--- config.mk ---
export PLATFORM = sky130hd
export DESIGN_NAME = char_lcd_nibble_command_encoder
export DESIGN_NICKNAME = d
export VERILOG_FILES = /design/src/rtl/core/lcdenc_pkg.sv /design/src/rtl/core/lcdenc_front.sv /design/src/rtl/core/lcdenc_queue.sv /design/src/rtl/core/lcdenc_back.sv /design/src/rtl/core/char_lcd_nibble_command_encoder.sv
export SDC_FILE = /design/constraint.sdc
export NUM_CORES = 1
export LEC_CHECK = 0
export ABC_CLOCK_PERIOD_IN_PS = 5000
export BUFFER_PORTS_ARGS = -buffer_cell sky130_fd_sc_hd__buf_2
export CAP_MARGIN = 5
export CORE_ASPECT_RATIO = 1.5
export CORE_MARGIN = 2
export CORE_UTILIZATION = 25
export DETAILED_ROUTE_END_ITERATION = 10
export GPL_ROUTABILITY_DRIVEN = 0
export PLACE_DENSITY = 0.52
export SYNTH_ARGS = -nofsm -noshare
export SYNTH_HDL_FRONTEND = slang
export SYNTH_HIERARCHICAL = 1
export SYNTH_SLANG_ARGS = --single-unit
--- constraint.sdc ---
create_clock -name clk_i -period 5 [get_ports clk_i]
set_clock_uncertainty 0.15 [all_clocks]
set_input_delay 0.75 -clock clk_i [delete_from_list [all_inputs] [get_ports clk_i]]
set_output_delay 0.75 -clock clk_i [all_outputs]
set_load 0.01 [all_outputs]
--- src/rtl/core/lcdenc_pkg.sv ---
`default_nettype none
package lcdenc_pkg;

  localparam int unsigned STEP_W = 4;
  localparam logic [6:0] SECOND_LINE_RESET = 7'h40;

  typedef enum logic [2:0] {
    KIND_INIT = 3'd0,
    KIND_DATA = 3'd1,
    KIND_CMD  = 3'd2,
    KIND_BS   = 3'd3,
    KIND_TAB  = 3'd4
  } kind_e;

  localparam logic [7:0] CHR_STX  = 8'h02;
  localparam logic [7:0] CHR_BS   = 8'h08;
  localparam logic [7:0] CHR_TAB  = 8'h09;
  localparam logic [7:0] CHR_LF   = 8'h0A;
  localparam logic [7:0] CHR_CR   = 8'h0D;
  localparam logic [7:0] CHR_DEL  = 8'h7F;
  localparam logic [7:0] CHR_CTRL_MAX = 8'h1F;

  localparam logic [7:0] CMD_CLEAR     = 8'h01;
  localparam logic [7:0] CMD_HOME      = 8'h02;
  localparam logic [7:0] CMD_SET_DDRAM = 8'h80;
  localparam logic [7:0] CMD_SHIFT_R   = 8'h14;
  localparam logic [7:0] CMD_CURSOR_R  = 8'h10;
  localparam logic [7:0] CHR_SPACE     = 8'h20;

  localparam logic [3:0] INIT_LAST = 4'd11;
  localparam logic [3:0] BS_LAST   = 4'd5;
  localparam logic [3:0] TAB_LAST  = 4'd7;
  localparam logic [3:0] BYTE_LAST = 4'd1;

  typedef struct packed {
    kind_e      kind;
    logic [7:0] cmd_byte;
  } entry_t;

  typedef struct packed {
    logic       reg_select;
    logic [3:0] nibble;
    logic       last;
  } beat_t;

  // nibble write number 'step' of the run that 'e' stands for
  function automatic beat_t beat_lookup(entry_t e, logic [STEP_W-1:0] step);
    beat_t      b;
    logic [7:0] bv;
    bv = e.cmd_byte;
    b.reg_select = 1'b0;
    b.last = 1'b0;
    case (e.kind)
      KIND_INIT: begin
        b.last = (step == INIT_LAST);
        case (step)
          4'd0, 4'd1, 4'd2: bv = 8'h33;
          4'd3:             bv = 8'h22;
          4'd4, 4'd5:       bv = 8'h08;
          4'd6, 4'd7:       bv = CMD_CLEAR;
          4'd8, 4'd9:       bv = 8'h0F;
          default:          bv = 8'h06;
        endcase
      end
      KIND_DATA: begin
        b.reg_select = 1'b1;
        b.last = (step == BYTE_LAST);
      end
      KIND_BS: begin
        b.last = (step == BS_LAST);
        if (step[3:1] == 3'd1) begin
          bv = CHR_SPACE;
          b.reg_select = 1'b1;
        end else begin
          bv = CMD_SHIFT_R;
        end
      end
      KIND_TAB: begin
        b.last = (step == TAB_LAST);
        bv = CMD_CURSOR_R;
      end
      default: begin
        b.last = (step == BYTE_LAST);
      end
    endcase
    // high nibble on even steps
    b.nibble = step[0] ? bv[3:0] : bv[7:4];
    return b;
  endfunction

endpackage
`default_nettype wire

--- src/rtl/core/lcdenc_front.sv ---
`default_nettype none
module lcdenc_front (
  input  wire logic                clk_i,
  input  wire logic                rst_ni,
  input  wire logic                in_valid_i,
  output      logic                in_ready_o,
  input  wire logic                op_i,
  input  wire logic [7:0]          char_code_i,
  input  wire logic                cfg_valid_i,
  output      logic                cfg_ready_o,
  input  wire logic [6:0]          cfg_data_i,
  output      logic                push_o,
  output      lcdenc_pkg::entry_t  push_entry_o,
  input  wire logic                full_i
);
  import lcdenc_pkg::*;

  logic [6:0] line2_addr_q;
  logic       has_run;

  assign cfg_ready_o = 1'b1;

  always_ff @(posedge clk_i or negedge rst_ni) begin
    if (!rst_ni) begin
      line2_addr_q <= SECOND_LINE_RESET;
    end else if (cfg_valid_i) begin
      line2_addr_q <= cfg_data_i;
    end
  end

  always_comb begin
    has_run = 1'b1;
    push_entry_o.kind = KIND_DATA;
    push_entry_o.cmd_byte = char_code_i;
    if (op_i) begin
      push_entry_o.kind = KIND_INIT;
    end else begin
      case (char_code_i) inside
        CHR_STX: begin
          push_entry_o.kind = KIND_CMD;
          push_entry_o.cmd_byte = CMD_CLEAR;
        end
        CHR_BS:  push_entry_o.kind = KIND_BS;
        CHR_TAB: push_entry_o.kind = KIND_TAB;
        CHR_LF: begin
          push_entry_o.kind = KIND_CMD;
          push_entry_o.cmd_byte = CMD_SET_DDRAM | {1'b0, line2_addr_q};
        end
        CHR_CR: begin
          push_entry_o.kind = KIND_CMD;
          push_entry_o.cmd_byte = CMD_HOME;
        end
        [8'h00:CHR_CTRL_MAX], CHR_DEL: has_run = 1'b0;
        default: has_run = 1'b1;
      endcase
    end
  end

  // items that cause no bus writes are taken and dropped here
  assign in_ready_o = !full_i;
  assign push_o = in_valid_i && !full_i && has_run;

endmodule
`default_nettype wire

--- src/rtl/core/lcdenc_queue.sv ---
`default_nettype none
module lcdenc_queue #(
  parameter int unsigned DEPTH = 4
) (
  input  wire logic                clk_i,
  input  wire logic                rst_ni,
  input  wire logic                push_i,
  input  wire lcdenc_pkg::entry_t  push_entry_i,
  output      logic                full_o,
  input  wire logic                pop_i,
  output      logic                head_valid_o,
  output      lcdenc_pkg::entry_t  head_o
);
  import lcdenc_pkg::*;

  localparam int unsigned AW = (DEPTH > 1) ? $clog2(DEPTH) : 1;
  localparam int unsigned CW = $clog2(DEPTH + 1);
  localparam logic [AW-1:0] PTR_MAX = AW'(DEPTH - 1);
  localparam logic [CW-1:0] CNT_MAX = CW'(DEPTH);

  entry_t        slots_q [DEPTH];
  logic [AW-1:0] wr_ptr_q, wr_ptr_d;
  logic [AW-1:0] rd_ptr_q, rd_ptr_d;
  logic [CW-1:0] count_q, count_d;

  always_comb begin
    wr_ptr_d = wr_ptr_q;
    rd_ptr_d = rd_ptr_q;
    count_d = count_q;
    if (push_i) begin
      wr_ptr_d = (wr_ptr_q == PTR_MAX) ? '0 : wr_ptr_q + 1'b1;
    end
    if (pop_i) begin
      rd_ptr_d = (rd_ptr_q == PTR_MAX) ? '0 : rd_ptr_q + 1'b1;
    end
    if (push_i && !pop_i) begin
      count_d = count_q + 1'b1;
    end else if (pop_i && !push_i) begin
      count_d = count_q - 1'b1;
    end
  end

  always_ff @(posedge clk_i or negedge rst_ni) begin
    if (!rst_ni) begin
      wr_ptr_q <= '0;
      rd_ptr_q <= '0;
      count_q <= '0;
    end else begin
      wr_ptr_q <= wr_ptr_d;
      rd_ptr_q <= rd_ptr_d;
      count_q <= count_d;
    end
  end

  always_ff @(posedge clk_i) begin
    if (push_i) begin
      slots_q[wr_ptr_q] <= push_entry_i;
    end
  end

  assign full_o = (count_q == CNT_MAX);
  assign head_valid_o = (count_q != '0);
  assign head_o = slots_q[rd_ptr_q];

  a_count_bound: assert property (@(posedge clk_i) disable iff (!rst_ni)
    count_q <= CNT_MAX) else $error("queue count beyond depth");
  a_no_overflow: assert property (@(posedge clk_i) disable iff (!rst_ni)
    push_i |-> !full_o) else $error("push into full queue");
  a_no_underflow: assert property (@(posedge clk_i) disable iff (!rst_ni)
    pop_i |-> head_valid_o) else $error("pop from empty queue");
  a_count_track: assert property (@(posedge clk_i) disable iff (!rst_ni)
    (push_i && !pop_i) |=> (count_q == $past(count_q) + 1'b1))
    else $error("queue count did not follow push");

endmodule
`default_nettype wire

--- src/rtl/core/lcdenc_back.sv ---
`default_nettype none
module lcdenc_back (
  input  wire logic                clk_i,
  input  wire logic                rst_ni,
  input  wire logic                head_valid_i,
  input  wire lcdenc_pkg::entry_t  head_i,
  output      logic                pop_o,
  output      logic                out_valid_o,
  input  wire logic                out_ready_i,
  output      logic                reg_select_o,
  output      logic [3:0]          nibble_o,
  output      logic                last_o
);
  import lcdenc_pkg::*;

  logic [STEP_W-1:0] step_q, step_d;
  logic              out_valid_q, out_valid_d;
  beat_t             beat_q, beat;
  logic              load;

  assign beat = beat_lookup(head_i, step_q);
  assign load = head_valid_i && (!out_valid_q || out_ready_i);
  assign pop_o = load && beat.last;

  always_comb begin
    step_d = step_q;
    if (pop_o) begin
      step_d = '0;
    end else if (load) begin
      step_d = step_q + 1'b1;
    end
    if (load) begin
      out_valid_d = 1'b1;
    end else if (out_ready_i) begin
      out_valid_d = 1'b0;
    end else begin
      out_valid_d = out_valid_q;
    end
  end

  always_ff @(posedge clk_i or negedge rst_ni) begin
    if (!rst_ni) begin
      step_q <= '0;
      out_valid_q <= 1'b0;
    end else begin
      step_q <= step_d;
      out_valid_q <= out_valid_d;
    end
  end

  always_ff @(posedge clk_i) begin
    if (load) begin
      beat_q <= beat;
    end
  end

  assign out_valid_o = out_valid_q;
  assign reg_select_o = beat_q.reg_select;
  assign nibble_o = beat_q.nibble;
  assign last_o = beat_q.last;

  a_step_bound: assert property (@(posedge clk_i) disable iff (!rst_ni)
    step_q <= INIT_LAST) else $error("sequencer step out of range");
  a_step_idle: assert property (@(posedge clk_i) disable iff (!rst_ni)
    !head_valid_i |-> (step_q == '0)) else $error("step left over with empty queue");
  a_pop_resets: assert property (@(posedge clk_i) disable iff (!rst_ni)
    pop_o |=> (step_q == '0)) else $error("step not cleared after run");

endmodule
`default_nettype wire

--- src/rtl/core/char_lcd_nibble_command_encoder.sv ---
// An item's first nibble write passes the queue, then the registered output stage.
// Throughput: one nibble write per cycle while out_ready_i is high and an item is queued;
//   an item has 2 to 12 writes (init 12), set by the single-step nibble sequencer.
// Items that cause no writes are taken and dropped while the queue is not full.
// Reset clears the queue, the sequencer and the output valid, and sets the
//   second-line address to 0x40.
`default_nettype none
module char_lcd_nibble_command_encoder #(
  parameter int unsigned QUEUE_DEPTH = 4
) (
  input  wire logic       clk_i,
  input  wire logic       rst_ni,
  input  wire logic       in_valid_i,
  output      logic       in_ready_o,
  input  wire logic       op_i,
  input  wire logic [7:0] char_code_i,
  output      logic       out_valid_o,
  input  wire logic       out_ready_i,
  output      logic       reg_select_o,
  output      logic [3:0] nibble_o,
  output      logic       last_o,
  input  wire logic       cfg_valid_i,
  output      logic       cfg_ready_o,
  input  wire logic [6:0] cfg_data_i
);
  import lcdenc_pkg::*;

  logic   push, pop, full, head_valid;
  entry_t push_entry, head;

  lcdenc_front u_front (
    .clk_i        (clk_i),
    .rst_ni       (rst_ni),
    .in_valid_i   (in_valid_i),
    .in_ready_o   (in_ready_o),
    .op_i         (op_i),
    .char_code_i  (char_code_i),
    .cfg_valid_i  (cfg_valid_i),
    .cfg_ready_o  (cfg_ready_o),
    .cfg_data_i   (cfg_data_i),
    .push_o       (push),
    .push_entry_o (push_entry),
    .full_i       (full)
  );

  lcdenc_queue #(
    .DEPTH (QUEUE_DEPTH)
  ) u_queue (
    .clk_i        (clk_i),
    .rst_ni       (rst_ni),
    .push_i       (push),
    .push_entry_i (push_entry),
    .full_o       (full),
    .pop_i        (pop),
    .head_valid_o (head_valid),
    .head_o       (head)
  );

  lcdenc_back u_back (
    .clk_i        (clk_i),
    .rst_ni       (rst_ni),
    .head_valid_i (head_valid),
    .head_i       (head),
    .pop_o        (pop),
    .out_valid_o  (out_valid_o),
    .out_ready_i  (out_ready_i),
    .reg_select_o (reg_select_o),
    .nibble_o     (nibble_o),
    .last_o       (last_o)
  );

endmodule
`default_nettype wire

==> metrics.md, run 1 <==
| Metric | Value |
|---|---|
| Run status | finished clean |
| EDFF count, synth | 50 |
| Setup ws final | between 1 and 1.5 ns |
| Drt drc | 0 |
| Worst-path fanout max | 8 |
| Total GRT Usage | under 10% |
| Fin nets | approximately 300 |
| Worst R2R End | u_queue/count_q[1] |
| Multiplexer share of the synthesized area | approximately an eighth |
| Detail Placement HPWL | 4744 um |
| Port Buffers | 28 |
| H-tree depth | 3 |
| Post-Syn Area | 3351 um^2 |
| Req. time, crit path | between 5 and 6 ns |
| Slowest CP cell | mux4_2 |
| Antenna violations before repair | 0 |
| Crit. End Element | flop |
| Share of cells above drive strength 1 | 27.04% |
| DR vias/cell | 4.753 |
| Comb pwr share | 28.0% |
| Max Clock Freq | 263.6 MHz |
| Max IR drop VDD | around 0.00020 V |
| Register-to-register setup slack | roughly 1.2 ns |
| Worst Tran Pin Value | 0.6694 ns |
| Routed WL | about 6700 um |
| YS warnings | 6 |
| Vias | 2,039 |
| Int Pwr | 1505 uW |
| First-pass GRT wire length | 10,940 um |
| Pin count of the biggest net entering global routing | 20 |
| Post-CTS Setup Bufs | 0 |
| Finished Cell Area | a little under 4000 um^2 |
| Critical path class | flop to flop |
| Synth-to-Final Area Change | 18.19% |
| CTS tree | done |
| Num rows | a little over 50 |
| Root Buffer | clkbuf_16 |
| Critical path endpoint | u_queue/count_q[1] |
| Compound-Gate Fraction of Synth Area | under 10% |
| Sequential Power Share | 40.5% |
| Clock-pin slew on the worst setup and hold paths | 0.06 ns |
| Mapped Nets | 267 |
| P_leak | approximately 0.0015 uW |
| Mapped Cells | between 200 and 250 |
| Synth Area in Simple Gates | 10.08% |
| Die width | 98.53 um |
| FFs w/ async S/R, synth | 27.54% |
| Flops & latches, synth | 69 |
| Critical Path Start Type | flop |
| Clock tree buffer depth | 2 |
| Placed instance area | 3635 um^2 |
| Starting DRT DRC Count | 74 |
| Library cells used by synthesis | 58 |
| Endpoints failing hold | 0 |
| Rel. slew slack | 54.81% |
| Die Y-Extent | 145.8 um |
| Placement-stage worst setup slack | roughly 1.2 ns |
| Worst path cell trace | mux4_2, nor2b_2, or4b_4, a311oi_4, and2_1, inv_1, ha_1, inv_1, fa_1, mux2_2 |
| Adder-Cell Fraction of Synth Area | 3.958% |
| Largest family of logic cells by synthesized area | multiplexers |
| Detailed Routing Iterations Pass 1 | 4 |
| Slew Viols, Final | 0 |
| Antenna Nets Post-Route | 0 |
| Number of hold buffers added after CTS | 0 |
| Crit path from | u_queue/rd_ptr_q[0] |
| Max-cap viol count | 0 |
| Pwr/cell area | 550.0 nW/um^2 |
| # resized after CTS | 0 |
| CTS sink count | between 60 and 70 |
| Syn Area/Cell | around 14 um^2 |
| Sw Pwr | 673.2 uW |
| RSZ-0062 raised after global routing | false |
| Worst reg2reg startpoint | u_queue/rd_ptr_q[0] |
| Ports | 30 |
| Top cell type by total area after synthesis | edfxtp_1 |
| Ant diodes | 0 |
| Initial Util | between 20% and 30% |
| Clk pwr share | 31.5% |
| Vias in the first global route | 2,075 |
| Synth Flop Type | edfxtp_1 |
| Switching part of the total | between 30% and 40% |
| Die area | 14,360 um^2 |
| Aggregate global routing overflow | 0 |
| Setup TNS | 0 ns |
| Synth Area in XOR/XNOR | between 1.5 and 2% |
| Sequential area share after synthesis | between 50 and 60% |
| Crit path time final | ~3.8 ns |
| Buf+Inv Stages, Crit Path | 2 |
| Cts bufs inserted | 9 |
| Reg2Reg Depth | 10 |
| Most numerous cell on the critical path | inv_1 |
| Min-Delay Path Class | input pin to asynchronous set/reset pin |
| Final setup violation count | 0 |
| Main area contributors after synthesis | edfxtp_1, dfrtp_1, mux4_2 |
| Clk_lat worst skew | ~0.32 ns |
| Crit path DAT | 3.85 ns |
| Core ar. | 13,020 um^2 |
| CP max stage delay | 0.63 ns |
| Final period util | 75.88% |
| Per-cell routed wire length | 15.61 um |
| Crit. path cell count | 10 |
| Top-area cell type share of the netlist area | 44.81% |
| Delay-heaviest family, CP | simple AND/OR/NAND/NOR gates |
## area by class of cell
cell class | count | area, um^2
Clock inverter | 6 | 86.33
Timing Repair Buffer | 29 | 147.6
Fill cell | 1333 | 9057
Clock buffer | 10 | 239.0
Multi-Input combinational cell | 141 | 1254
Sequential cell | 69 | 1978
Tap cell | 159 | 198.9
Inverter | 15 | 56.30
## layer usage
| layer | vias to the layer above | share of wire [%] | track usage [%] |
|---|---|---|---|
| met1 | 1005 | 43 | 12.24 |
| met2 | 55 | 50 | 16.09 |
| met5 | - | 0 | 0 |
| met4 | 0 | 1.7 | 3.836 |
| li1 | 969 | - | - |
| met3 | 10 | 4.5 | 2.305 |
## synthesized netlist by cell type (3+ instances only)
master	count
or3_1	3
mux4_2	8
ha_1	9
nor3_1	3
mux4_1	3
nand2_1	11
nor3b_1	3
and2_1	7
a21oi_1	8
dfrtp_1	18
o31ai_1	3
xnor2_1	4
nor2_1	7
o22ai_1	4
mux2_2	11
nand3_1	4
clkbuf_1	6
o21ai_0	8
edfxtp_1	50
a21o_1	5
inv_1	15
## flip-flops by register name, indices dropped and copies added (netlist names), 2 cells and up
register / flops
u_back/step_q: 4
u_queue/rd_ptr_q: 2
u_queue/wr_ptr_q: 2
u_front/line2_addr_q: 7
u_back/nibble_o: 4
u_queue/count_q: 3
u_queue/slots_q: 44
## worst min path at each step
| stage | from | endpoint | slack (ns) | cells past startpoint |
|---|---|---|---|---|
| global route | rst_ni | u_back/out_valid_o | 0.27 | 1 |
| detailed placement | u_queue/count_q[2] | u_queue/count_q[2] | 0.33 | 1 |
| finish | rst_ni | u_queue/count_q[0] | 0.24 | 1 |
| CTS | rst_ni | u_queue/count_q[0] | 0.25 | 1 |
| global placement | u_queue/count_q[2] | u_queue/count_q[2] | 0.32 | 1 |
| floorplan | rst_ni | u_back/out_valid_o | 0.30 | 0 |
## stage by stage
step	util, %	total power (uW)	cells	hold slack (ns)
3_5_place_dp	27.92	1513	413	0.3285
5_1_grt	30.42	2299	429	0.2710
2_1_floorplan	-	1335	236	0.2991
6_report	30.42	2178	429	0.2412
4_1_cts	30.42	2204	429	0.2541
3_3_place_gp	27.92	1500	413	0.3180
## power by group through the flow
stage	logic (uW)	clock network, uW	registers, uW
after floorplan	477	0	858
after global placement	608	0	892
after detailed placement	619	0	895
after CTS	621	698	884
after global routing	676	719	904
final	610	686	883
## logic make-up after synthesis
family                   count (synthesis)
AND/OR/NAND/NOR                         56
XOR/XNOR                                 6
AO/OA/AOI/OAI                           44
adder cells (fa/ha/maj)                 10
flip-flops                              69
other                                    1
buffers and inverters                   26
multiplexers                            24
## cells in the final DEF (no fill, tap or decap), drive strengths merged, types with 3 or more instances in the layout
| master | n |
|---|---|
| or3 | 3 |
| xnor2 | 4 |
| buf | 29 |
| dfrtp | 18 |
| a21oi | 8 |
| o21ai | 8 |
| nand3 | 4 |
| inv | 15 |
| nor3b | 3 |
| o31ai | 3 |
| edfxtp | 50 |
| clkinv | 3 |
| nor3 | 4 |
| o22ai | 4 |
| nand2 | 11 |
| clkbuf | 10 |
| nor2 | 7 |
| mux2 | 11 |
| ha | 9 |
| a21o | 5 |
| mux4 | 11 |
| and2 | 7 |
Note: power is estimated with default switching activity, not from simulation.
==> run 2: changes to the inputs <==
ABC_CLOCK_PERIOD_IN_PS = 3600   (was 5000)
clock period = 3.6 ns   (was 5 ns; I/O delays follow)
==> metrics.md, run 2 (same netlist as run 1, synthesis figures left out) <==
| Metric | Value |
|---|---|
| Run status | finished clean (unchanged) |
| Ports | 30 (unchanged) |
| Per-cell routed wire length | 15.26 um (was 15.61 um) |
| CTS tree | done (unchanged) |
| Clock-pin slew on the worst setup and hold paths | 0.06 ns (about the same) |
| Crit path time final | 3.338 ns (was 3.794 ns) |
| Final setup violation count | 0 (unchanged) |
| Worst-path fanout max | 7 (was 8) |
| Commonest non-fill, non-tap cell in the layout | edfxtp_1 (unchanged) |
| Max Clock Freq | 299.6 MHz (was 263.6 MHz) |
| Met3 usage | 3.074% (was 2.305%) |
| Global-route layer with the greatest usage | met2 (unchanged) |
| Delay-heaviest family, CP | adder cells (was simple AND/OR/NAND/NOR gates) |
| Setup TNS | 0 ns (unchanged) |
| Share of cells above drive strength 1 | 30.96% (was 27.04%) |
| Commonest non-fill, non-tap cells in the layout | edfxtp_1, buf_2, dfrtp_1 (unchanged) |
| Pwr/cell area | 735.0 nW/um^2 (was 550.0 nW/um^2) |
| Met2 usage | 16.70% (was 16.09%) |
| Vias | 2,094 (was 2,039) |
| Max IR drop VDD | 0.0002485 V (was 0.0002023 V) |
| Rel. slew slack | 40.77% (was 54.81%) |
| Clock tree buffer depth | 2 (unchanged) |
| Crit path DAT | 3.41 ns (was 3.85 ns) |
| Total GRT Usage | 10.04% (was 9.732%) |
| Synth-to-Final Area Change | 19.57% (was 18.19%) |
| Initial Util | 25.74% (unchanged) |
| Min-Delay Path Class | input pin to asynchronous set/reset pin (unchanged) |
| Number of hold buffers added after CTS | 0 (unchanged) |
| P_leak | 0.001494 uW (was 0.001462 uW) |
| Max FFs per register | 44 (unchanged) |
| Root Buffer | clkbuf_16 (unchanged) |
| Final period util | 92.71% (was 75.88%) |
| GRT met1 Usage | 12.01% (was 12.24%) |
| Detailed Routing Iterations Pass 1 | 4 (unchanged) |
| Ant diodes | 0 (unchanged) |
| Endpoints failing hold | 0 (unchanged) |
| Die width | 98.53 um (unchanged) |
| Crit. End Element | flop (unchanged) |
| Routed WL | 6716 um (was 6695 um) |
| Vias in the first global route | 2,158 (was 2,075) |
| Antenna Nets Post-Route | 0 (unchanged) |
| Die area | 14,360 um^2 (unchanged) |
| First-pass GRT wire length | 11,230 um (was 10,940 um) |
| RSZ-0062 raised after global routing | false (unchanged) |
| Placement-stage worst setup slack | 0.1834 ns (was 1.181 ns) |
| H-tree depth | 3 (unchanged) |
| Pin count of the biggest net entering global routing | 20 (unchanged) |
| Setup ws final | 0.2623 ns (was 1.206 ns) |
| CP max stage delay | 0.53 ns (was 0.63 ns) |
| DR vias/cell | 4.759 (was 4.753) |
| Critical Path Start Type | flop (unchanged) |
| Die Y-Extent | 145.8 um (unchanged) |
| Critical path class | flop to flop (unchanged) |
| Cts bufs inserted | 9 (unchanged) |
| Slew Viols, Final | 0 (unchanged) |
| Worst Tran Pin Value | 0.8773 ns (was 0.6694 ns) |
| Buf+Inv Stages, Crit Path | 3 (was 2) |
| Clk_lat worst skew | 0.33 ns (was 0.32 ns) |
| Crit path from | u_queue/rd_ptr_q[0] (unchanged) |
| Starting DRT DRC Count | 79 (was 74) |
| Fin nets | 307 (was 296) |
| Aggregate global routing overflow | 0 (unchanged) |
| Detail Placement HPWL | 4830 um (was 4744 um) |
| Core ar. | 13,020 um^2 (unchanged) |
| Num rows | 51 (unchanged) |
| Drt drc | 0 (unchanged) |
| CTS sink count | 69 (unchanged) |
| Biggest register | u_queue/slots_q (unchanged) |
| Port Buffers | 28 (unchanged) |
| Max-cap viol count | 0 (unchanged) |
| Slowest CP cell | mux4_2 (unchanged) |
| Worst path cell trace | mux4_2, buf_4, nor3_2, ha_1, a311oi_4, and2_4, inv_1, ha_1, inv_1, fa_1, mux2_2 (was mux4_2, nor2b_2, or4b_4, a311oi_4, and2_1, inv_1, ha_1, inv_1, fa_1, mux2_2) |
| Regs by FF count | u_queue/slots_q x44, u_front/line2_addr_q x7 (unchanged) |
| Worst reg2reg startpoint | u_queue/rd_ptr_q[0] (unchanged) |
| Req. time, crit path | 3.67 ns (was 5.06 ns) |
| Antenna violations before repair | 0 (unchanged) |
==> run 2: path summary, 6_finish.rpt <==
kind                       cells past startpoint                      end  slack [ns]
setup / recovery                              11       u_queue/count_q[1]        0.26
hold / removal                                 1       u_queue/count_q[1]        0.03
setup reg to reg                              11       u_queue/count_q[1]        0.26
hold reg to reg                                1       u_queue/count_q[2]        0.33
max in group asynchronous                      1      u_queue/rd_ptr_q[0]        2.90
min in group clk_i                             2  u_front/line2_addr_q[1]        0.29
==> run 2: layout make-up <==
class | count | area (um^2)
Clock buffer | 9 | 225.2
Clock inverter | 7 | 50.05
Fill cell | 1341 | 9011
Inverter | 15 | 56.30
Multi-Input combinational cell | 141 | 1266
Sequential cell | 69 | 1979
Tap cell | 159 | 198.9
Timing Repair Buffer | 40 | 230.2
==> run 2: repair_timing <==
action / 4_1_cts / 5_1_grt
setup buffers: 0 / 0
gates resized for setup: 0 / 1
endpoints found under the setup margin: 0 / 1
==> run 2: layer usage <==
layer,vias to the layer above,part of all wire [%]
li1,990,-
met2,46,50
met5,-,0
met1,1047,44
met4,0,2.4
met3,11,4.1
==> run 2: report_power, final <==
| group | switching, uW | total (uW) | internal (uW) | leakage [uW] |
|---|---|---|---|---|
| combinational | 487 | 928 | 441 | 0.000689 |
| clock | 337 | 804 | 466 | 0.000128 |
| sequential | 132 | 1210 | 1080 | 0.000678 |
| total | 957 | 2940 | 1990 | 0.00149 |
==> run 2: per-stage QoR <==
step | util [%] | hold slack (ns) | power (uW) | instance area, um^2 | cells
after floorplan | - | 0.09441 | 1867 | 3363 | 236
final | 30.78 | 0.03057 | 2945 | 4006 | 440
after detailed placement | 28.65 | 0.3199 | 2170 | 3730 | 424
after global routing | 30.78 | 0.05893 | 3138 | 4006 | 440
after CTS | 30.77 | 0.04012 | 2986 | 4005 | 440
after global placement | 28.65 | 0.3185 | 2152 | 3730 | 424
